<file path="config.mk">
export PLATFORM = sky130hd
export DESIGN_NAME = rgb_to_hsv_convert
export DESIGN_NICKNAME = d
export VERILOG_FILES = /design/src/sv/rhc_pkg.sv /design/src/sv/rhc_front.sv /design/src/sv/rhc_queue.sv /design/src/sv/rhc_back.sv /design/src/sv/rgb_to_hsv_convert.sv
export VERILOG_INCLUDE_DIRS = /design/src /design/src/sv
export SDC_FILE = /design/constraint.sdc
export NUM_CORES = 1
export LEC_CHECK = 0
export ABC_AREA = 1
export BUFFER_PORTS_ARGS = -buffer_cell sky130_fd_sc_hd__buf_4
export CORE_MARGIN = 5
export CORE_UTILIZATION = 45
export CTS_CLUSTER_DIAMETER = 120
export DETAILED_ROUTE_END_ITERATION = 6
export PLACE_DENSITY_LB_ADDON = 0.08
export SLEW_MARGIN = 30
export SYNTH_ARGS = -nofsm -noshare
export SYNTH_HDL_FRONTEND = slang
export SYNTH_SLANG_ARGS = --single-unit
</file>
<file path="constraint.sdc">
create_clock -name clock -period 5.7 [get_ports clock]
set_input_delay 0.285 -clock clock [delete_from_list [all_inputs] [get_ports clock]]
set_output_delay 0.285 -clock clock [all_outputs]
set_load 0.02 [all_outputs]
</file>
<file path="src/sv/rgb_to_hsv_convert_defines.svh">
// Assertion macros shared by the color conversion block.
`ifndef RGB_TO_HSV_CONVERT_DEFINES_SVH
`define RGB_TO_HSV_CONVERT_DEFINES_SVH
`ifndef SYNTH
// Check that a condition implies another at the same clock edge.
`define RHC_ASSERT_IMPLY(label, clk, rst, cond, expr) \
   label: assert property (@(posedge clk) disable iff (rst) (cond) |-> (expr)) \
      else $error("rhc assertion failed");
// Check that a condition implies another at the next clock edge.
`define RHC_ASSERT_NEXT(label, clk, rst, cond, expr) \
   label: assert property (@(posedge clk) disable iff (rst) (cond) |=> (expr)) \
      else $error("rhc assertion failed");
`else
`define RHC_ASSERT_IMPLY(label, clk, rst, cond, expr)
`define RHC_ASSERT_NEXT(label, clk, rst, cond, expr)
`endif
`endif

</file>
<file path="src/sv/rhc_pkg.sv">
// Shared types and constants of the RGB to HSV converter.
package rhc_pkg;

   localparam int ChanW = 8;
   localparam int HueW  = 13;
   localparam int QuoW  = 10;
   localparam int NumW  = 18;
   localparam int SectW = 2;

   localparam logic [SectW-1:0] SectRed   = 2'd0;
   localparam logic [SectW-1:0] SectGreen = 2'd1;
   localparam logic [SectW-1:0] SectBlue  = 2'd2;

   localparam logic [NumW-1:0] HueScaleNum = NumW'(960);
   localparam logic [HueW-1:0] HueSector1  = HueW'(1920);
   localparam logic [HueW-1:0] HueSector2  = HueW'(3840);
   localparam logic [HueW-1:0] HueTurn     = HueW'(5760);

   typedef struct packed {
      logic [ChanW-1:0] brightness;
      logic [ChanW-1:0] diff;
      logic [SectW-1:0] sector;
      logic             neg;
      logic [ChanW-1:0] mag;
   } pix_type;

endpackage

</file>
<file path="src/sv/rhc_front.sv">
// Front end: accept a pixel, find max, min and hue sector, and register it.
module rhc_front (
   input  logic                         clock,
   input  logic                         reset,
   input  logic                         start,
   output logic                         busy,
   input  logic [rhc_pkg::ChanW-1:0]    req_red,
   input  logic [rhc_pkg::ChanW-1:0]    req_green,
   input  logic [rhc_pkg::ChanW-1:0]    req_blue,
   input  logic                         q_full,
   output logic                         q_push,
   output rhc_pkg::pix_type             q_data
);

   logic             valid_ff, valid_in;
   rhc_pkg::pix_type pix_ff, pix_in;
   logic [rhc_pkg::ChanW-1:0] mx, mn, opa, opb;
   logic             fire;

   always_comb begin
      mx = req_red;
      if (req_green > mx) mx = req_green;
      if (req_blue > mx) mx = req_blue;
      mn = req_red;
      if (req_green < mn) mn = req_green;
      if (req_blue < mn) mn = req_blue;

      // Ties go to red, then green.
      if (req_red == mx) begin
         pix_in.sector = rhc_pkg::SectRed;
         opa = req_green;
         opb = req_blue;
      end else if (req_green == mx) begin
         pix_in.sector = rhc_pkg::SectGreen;
         opa = req_blue;
         opb = req_red;
      end else begin
         pix_in.sector = rhc_pkg::SectBlue;
         opa = req_red;
         opb = req_green;
      end
      pix_in.brightness = mx;
      pix_in.diff       = mx - mn;
      pix_in.neg        = opb > opa;
      pix_in.mag        = pix_in.neg ? (opb - opa) : (opa - opb);
   end

   assign busy     = valid_ff && q_full;
   assign fire     = start && !busy;
   assign q_push   = valid_ff && !q_full;
   assign q_data   = pix_ff;
   assign valid_in = fire ? 1'b1 : (q_push ? 1'b0 : valid_ff);

   always_ff @(posedge clock) begin
      if (reset) begin
         valid_ff <= 1'b0;
      end else begin
         valid_ff <= valid_in;
      end
   end

   always_ff @(posedge clock) begin
      if (fire) begin
         pix_ff <= pix_in;
      end
   end

endmodule

</file>
<file path="src/sv/rhc_queue.sv">
// Two-entry queue between the classifier and the divider pipeline.
module rhc_queue (
   input  logic             clock,
   input  logic             reset,
   input  logic             push,
   input  rhc_pkg::pix_type push_data,
   output logic             full,
   output logic             valid,
   output rhc_pkg::pix_type head,
   input  logic             pop
);

   rhc_pkg::pix_type slot_ff [2];
   logic       wr_ptr_ff, wr_ptr_in;
   logic       rd_ptr_ff, rd_ptr_in;
   logic [1:0] count_ff, count_in;

   assign full  = count_ff == 2'd2;
   assign valid = count_ff != 2'd0;
   assign head  = slot_ff[rd_ptr_ff];

   always_comb begin
      wr_ptr_in = push ? ~wr_ptr_ff : wr_ptr_ff;
      rd_ptr_in = (pop && valid) ? ~rd_ptr_ff : rd_ptr_ff;
      count_in  = count_ff + 2'(push) - 2'(pop && valid);
   end

   always_ff @(posedge clock) begin
      if (reset) begin
         wr_ptr_ff <= 1'b0;
         rd_ptr_ff <= 1'b0;
         count_ff  <= 2'd0;
      end else begin
         wr_ptr_ff <= wr_ptr_in;
         rd_ptr_ff <= rd_ptr_in;
         count_ff  <= count_in;
      end
   end

   always_ff @(posedge clock) begin
      if (push) begin
         slot_ff[wr_ptr_ff] <= push_data;
      end
   end

endmodule

</file>
<file path="src/sv/rhc_back.sv">
// Back end: pipelined restoring dividers for saturation and hue, then output.
module rhc_back (
   input  logic                         clock,
   input  logic                         reset,
   input  logic                         q_valid,
   input  rhc_pkg::pix_type             q_head,
   output logic                         q_pop,
   output logic                         rsp_strobe,
   output logic [rhc_pkg::HueW-1:0]     rsp_hue,
   output logic [rhc_pkg::ChanW-1:0]    rsp_saturation,
   output logic [rhc_pkg::ChanW-1:0]    rsp_brightness
);

   localparam int QuoW  = rhc_pkg::QuoW;
   localparam int NumW  = rhc_pkg::NumW;
   localparam int ChanW = rhc_pkg::ChanW;
   localparam int HueW  = rhc_pkg::HueW;

   typedef struct packed {
      logic                     zero;
      logic                     neg;
      logic [rhc_pkg::SectW-1:0] sector;
      logic [ChanW-1:0]         brightness;
      logic [NumW-1:0]          sat_rem;
      logic [ChanW-1:0]         sat_den;
      logic [QuoW-1:0]          sat_quo;
      logic [NumW-1:0]          hue_rem;
      logic [ChanW-1:0]         hue_den;
      logic [QuoW-1:0]          hue_quo;
   } stage_type;

   stage_type stg_ff  [QuoW+1];
   stage_type stg_in  [QuoW+1];
   logic [QuoW:0] vld_ff, vld_in;

   logic             out_vld_ff;
   logic [HueW-1:0]  out_hue_ff, out_hue_in;
   logic [ChanW-1:0] out_sat_ff, out_sat_in;
   logic [ChanW-1:0] out_bri_ff;
   logic [HueW-1:0]  base, corr;
   stage_type        last;

   assign q_pop = q_valid;

   // Load the numerators: 255 * diff over max, 960 * |d| over diff.
   always_comb begin
      stg_in[0].zero       = q_head.diff == '0;
      stg_in[0].neg        = q_head.neg;
      stg_in[0].sector     = q_head.sector;
      stg_in[0].brightness = q_head.brightness;
      stg_in[0].sat_rem    = NumW'({q_head.diff, {ChanW{1'b0}}}) - NumW'(q_head.diff);
      stg_in[0].sat_den    = q_head.brightness;
      stg_in[0].sat_quo    = '0;
      stg_in[0].hue_rem    = NumW'(q_head.mag) * rhc_pkg::HueScaleNum;
      stg_in[0].hue_den    = q_head.diff;
      stg_in[0].hue_quo    = '0;
      vld_in[0]            = q_valid;
   end

   // One quotient bit per stage, most significant first.
   for (genvar i = 0; i < QuoW; i++) begin : g_step
      logic [NumW-1:0] sat_sh, hue_sh;
      logic            sat_ge, hue_ge;
      always_comb begin
         sat_sh = NumW'(stg_ff[i].sat_den) << (QuoW - 1 - i);
         hue_sh = NumW'(stg_ff[i].hue_den) << (QuoW - 1 - i);
         sat_ge = stg_ff[i].sat_rem >= sat_sh;
         hue_ge = stg_ff[i].hue_rem >= hue_sh;
         stg_in[i+1] = stg_ff[i];
         if (sat_ge) begin
            stg_in[i+1].sat_rem = stg_ff[i].sat_rem - sat_sh;
         end
         if (hue_ge) begin
            stg_in[i+1].hue_rem = stg_ff[i].hue_rem - hue_sh;
         end
         stg_in[i+1].sat_quo[QuoW-1-i] = sat_ge;
         stg_in[i+1].hue_quo[QuoW-1-i] = hue_ge;
         vld_in[i+1] = vld_ff[i];
      end
   end

   // Place the quotient in its sector; a negative offset rounds away from zero.
   always_comb begin
      last = stg_ff[QuoW];
      case (last.sector)
         rhc_pkg::SectRed:   base = last.neg ? rhc_pkg::HueTurn : '0;
         rhc_pkg::SectGreen: base = rhc_pkg::HueSector1;
         rhc_pkg::SectBlue:  base = rhc_pkg::HueSector2;
         default:            base = '0;
      endcase
      corr = HueW'(last.hue_quo) + HueW'(last.hue_rem != '0);
      if (last.zero) begin
         out_hue_in = '0;
         out_sat_in = '0;
      end else begin
         out_hue_in = last.neg ? (base - corr) : (base + HueW'(last.hue_quo));
         out_sat_in = last.sat_quo[ChanW-1:0];
      end
   end

   always_ff @(posedge clock) begin
      if (reset) begin
         vld_ff     <= '0;
         out_vld_ff <= 1'b0;
      end else begin
         vld_ff     <= vld_in;
         out_vld_ff <= vld_ff[QuoW];
      end
   end

   always_ff @(posedge clock) begin
      for (int i = 0; i <= QuoW; i++) begin
         stg_ff[i] <= stg_in[i];
      end
      out_hue_ff <= out_hue_in;
      out_sat_ff <= out_sat_in;
      out_bri_ff <= last.brightness;
   end

   assign rsp_strobe     = out_vld_ff;
   assign rsp_hue        = out_hue_ff;
   assign rsp_saturation = out_sat_ff;
   assign rsp_brightness = out_bri_ff;

endmodule

</file>
<file path="src/sv/rgb_to_hsv_convert.sv">
// RGB to HSV converter top level: classifier, queue and divider pipeline.
// Each item passes the front register, queue, divider stages and output register.
// Throughput: one item per cycle; the ten-stage divider pipeline sets the latency.
// The receiver cannot stall, so the queue never fills and busy stays low in use.
// Reset (synchronous, active high) drops every item in flight; no other state.
`include "rgb_to_hsv_convert_defines.svh"
module rgb_to_hsv_convert (
   input  logic                         clock,
   input  logic                         reset,
   input  logic                         start,
   output logic                         busy,
   input  logic [rhc_pkg::ChanW-1:0]    req_red,
   input  logic [rhc_pkg::ChanW-1:0]    req_green,
   input  logic [rhc_pkg::ChanW-1:0]    req_blue,
   output logic                         rsp_strobe,
   output logic [rhc_pkg::HueW-1:0]     rsp_hue,
   output logic [rhc_pkg::ChanW-1:0]    rsp_saturation,
   output logic [rhc_pkg::ChanW-1:0]    rsp_brightness
);

   // Front to queue: push each classified item when there is room.
   logic             q_full;
   logic             q_push;
   rhc_pkg::pix_type q_data;

   // Queue to back: the back end takes the head item every cycle it is there.
   logic             q_valid;
   logic             q_pop;
   rhc_pkg::pix_type q_head;

   rhc_front u_front (
      .clock     (clock),
      .reset     (reset),
      .start     (start),
      .busy      (busy),
      .req_red   (req_red),
      .req_green (req_green),
      .req_blue  (req_blue),
      .q_full    (q_full),
      .q_push    (q_push),
      .q_data    (q_data)
   );

   rhc_queue u_queue (
      .clock     (clock),
      .reset     (reset),
      .push      (q_push),
      .push_data (q_data),
      .full      (q_full),
      .valid     (q_valid),
      .head      (q_head),
      .pop       (q_pop)
   );

   rhc_back u_back (
      .clock          (clock),
      .reset          (reset),
      .q_valid        (q_valid),
      .q_head         (q_head),
      .q_pop          (q_pop),
      .rsp_strobe     (rsp_strobe),
      .rsp_hue        (rsp_hue),
      .rsp_saturation (rsp_saturation),
      .rsp_brightness (rsp_brightness)
   );

   // A grey or black pixel carries no hue.
   `RHC_ASSERT_IMPLY(a_grey_hue, clock, reset, rsp_strobe && rsp_saturation == '0, rsp_hue == '0)
   // Hue stays inside one full turn.
   `RHC_ASSERT_IMPLY(a_hue_range, clock, reset, rsp_strobe, rsp_hue < rhc_pkg::HueTurn)
   // A black pixel has no saturation.
   `RHC_ASSERT_IMPLY(a_black_sat, clock, reset, rsp_strobe && rsp_brightness == '0, rsp_saturation == '0)
   // The back end drains the queue every cycle, so a full queue never lasts.
   `RHC_ASSERT_NEXT(a_queue_drain, clock, reset, q_full, !q_full)

endmodule

</file>
==> flow_metrics.py <==
metrics = {
    "yosys": {
        "synth-seq-area-share_pct": 49.86,
        "synth_cell_types": 63,
        "ys_warn_count": 0,
        "synth_flop_cell": "dfxtp_1",
        "synth-edff-count": 81,
        "synth_area_per_cell_um2": 8.987,
        "synthesis.nets": 3841,
        "syn_area_um2": 31860,
        "synth-seq-cells": 753,
        "synthArstFlopShare_pct": 0,
        "netlist_instances": 3545,
    },
    "detailed_routing": {
        "routedWlPerCell_um": 14.06,
        "vias": 22623,
        "viasPerCell": 4.766,
        "postRouteAntennaNets": 0,
        "wl_um": 66760,
        "drt-initial-drc-count": 991,
        "first_pass_iters": 6,
        "post-route-drc-count": 0,
    },
    "critical_path": {
        "critPathLaunch": "req_red[3]",
        "path_buf_inv": 8,
        "cp_top_family": "simple AND/OR/NAND/NOR gates",
        "criticalPathCategory": "in2reg",
        "crit_path_end_kind": "flop",
        "crit_required_ns": 6.05,
        "cp-start-kind": "input port",
        "max_stage_delay_ns": 0.44,
        "worstPathArrival_ns": 5.38,
        "slowest_stage": "fa_1",
        "cp_max_fo": 11,
        "critical-path-top-cell-by-count": "nand2_1",
    },
    "clocking": {
        "cts_setup_buffers": 0,
        "clkLatencyLatePin_ns": 0.61,
        "cts_buffers": 80,
        "clock-sinks": 753,
        "clockRootBuffer": "clkbuf_16",
        "clk_pin_slew_ns": 0.06,
        "cts_tree": "done",
        "htreeDepth": 3,
        "clock_path_buffers": 3,
    },
    "sta": {
        "finClkSkew_ns": 0.02621,
        "finalCriticalPeriod_ns": 5.021,
        "rsz0062_at_grt": "no",
        "setup_viol": 0,
        "fin_crit_sh_pct": 88.08,
        "fmax_mhz": 199.2,
        "slew_violations": 0,
        "slew_headroom_pct": 37.89,
        "tightest_slew_ns": 0.9294,
        "hold_viol": 0,
        "worst_slack_ns": 0.6793,
    },
    "grt": {
        "grt_pass1_vias": 23453,
        "grt_remaining_overflow": 0,
        "grt_max_degree": 29,
        "grt_pass1_wl_um": 110600,
        "antenna_found_initial": 0,
        "gr-usage-all-layers_pct": 17.32,
    },
    "floorplan": {
        "die_y_um": 276.1,
        "die_w_um": 276.1,
        "core_um2": 70150,
        "std_cell_rows": 97,
        "start_util_pct": 45.41,
        "io_pins": 58,
        "die_area_um2": 76220,
    },
    "run_status": {
        "status": "completed",
    },
    "min_path": {
        "min_from": "req_blue[7]",
        "min_path_type": "in2reg",
    },
    "final_layout": {
        "final_util_pct": 52.45,
        "syn2layout_area_growth_pct": 15.49,
        "multi_input_area_um2": 13860,
        "drive_gt1_share_pct": 10.43,
        "diodes": 0,
        "final_common_cell": "dfxtp_1",
        "final_cell_mix": "672 x dfxtp_1, 589 x nand2_1, 491 x inv_1",
        "nets": 4040,
        "regArea_um2": 15890,
        "n_fill_cell": 6462,
        "fin_area_um2": 36790,
    },
    "placement": {
        "place_ws_ns": -0.009726,
        "place_area_um2": 34090,
        "gp_congestion": 0.9113,
        "dp_hpwl_um": 53100,
        "io_buffer_count": 57,
    },
    "power_and_ir_drop": {
        "peakVddDrop_mv": 0.2375,
        "p_leak_nw": 17.34,
        "cellPowerDensity_nw_per_um2": 544.8,
    },
    "run": {
        "drv_cap": 0,
    },
}
[final timing paths]
| kind | end | slack [ns] | cells past startpoint |
|---|---|---|---|
| min reg2reg | u_back.stg_ff[9][82] | 0.32 | 0 |
| min | u_front.q_data[18] | 0.17 | 5 |
| max reg2reg | u_back.stg_ff[0][35] | 1.78 | 14 |
| max | u_front.q_data[5] | 0.68 | 37 |
[synth_stat cells, drive strengths merged, types with 35 or more instances]
cell / number / area (um2)
a21oi: 204 / 1021
dfxtp: 672 / 13450
edfxtp: 81 / 2432
fa: 35 / 700.7
ha: 234 / 2928
inv: 501 / 1886
nand2: 610 / 2367
nand3: 189 / 1059
nor2: 302 / 1181
nor3: 50 / 260.3
o21ai: 246 / 1235
xnor2: 65 / 569.3
xor2: 129 / 1130
[cell type report]
class,count,share of cell area [%]
multi-input cells,2245,37.66
inverters,501,5.125
clock inverters,32,0.9147
flip-flops and latches,753,43.17
repair buffers,163,3.543
well taps,940,3.197
clock buffers,113,6.386
[flip-flops by register name, indices dropped and copies added (netlist names), named ones only]
| name | cells |
|---|---|
| u_back.stg_ff | 625 |
| u_queue.slot_ff | 54 |
| u_front.q_data | 27 |
| u_back.rsp_hue | 13 |
| u_back.vld_ff | 11 |
| u_back.rsp_brightness | 8 |
| u_back.rsp_saturation | 8 |
| u_queue.count_ff | 2 |
| u_back.rsp_strobe | 1 |
| u_front.valid_ff | 1 |
| u_queue.rd_ptr_ff | 1 |
| u_queue.wr_ptr_ff | 1 |
[cells by family (layout without fill, tap and decap cells)]
group / Yosys count / count (layout) / synth area share (%)
DFF: 753 / 753 / 49.86
xor gates and xnor gates: 194 / 194 / 5.333
other: 1 / 1 / 0.01177
muxes: 19 / 19 / 0.6637
and+or+nand+nor: 1238 / 1238 / 17.12
buffers and inverters: 547 / 809 / 6.720
adders and majority gates: 269 / 269 / 11.39
AOI/OAI and AO/OA: 524 / 524 / 8.900
[through the flow]
step | instances | hold slack (ns) | setup TNS (ns) | power [mW]
2_1_floorplan | 3545 | 0.3096 | 0 | 13.24
4_1_cts | 4747 | 0.1165 | 0 | 20.26
6_report | 4747 | 0.1655 | 0 | 20.05
3_3_place_gp | 4600 | 0.3095 | 0 | 14.78
3_5_place_dp | 4600 | 0.3121 | -0.009726 | 15.00
5_1_grt | 4747 | 0.1821 | 0 | 21.71
[power breakdown]
part           switching, mW  internal (mW)
combinational           4.09           2.95
sequential             0.828           7.01
clock                   2.05           3.11
[tightest hold or removal path: stages]
cell and delay (ns):
buf_4 0.13, nand3_1 0.08, nand3_1 0.08, nand2_1 0.05, inv_1 0.04
[layer usage]
metal	part of all wire (%)	wire [um]	vias to the layer above	global-route usage (%)
met4	3.7	2466	0	7.453
met2	55	36620	328	34.81
met5	0	0	-	0
met1	38	25670	10236	17.53
met3	3.0	2006	147	2.582
li1	-	-	11912	-
[what timing repair did]
action | CTS | global route
hold buffers | 2 | 0
setup endpoints to repair | 0 | 0
hold endpoints to repair | 18 | 0
resized for setup | 0 | 0
Power figures use the tool's default switching activity.
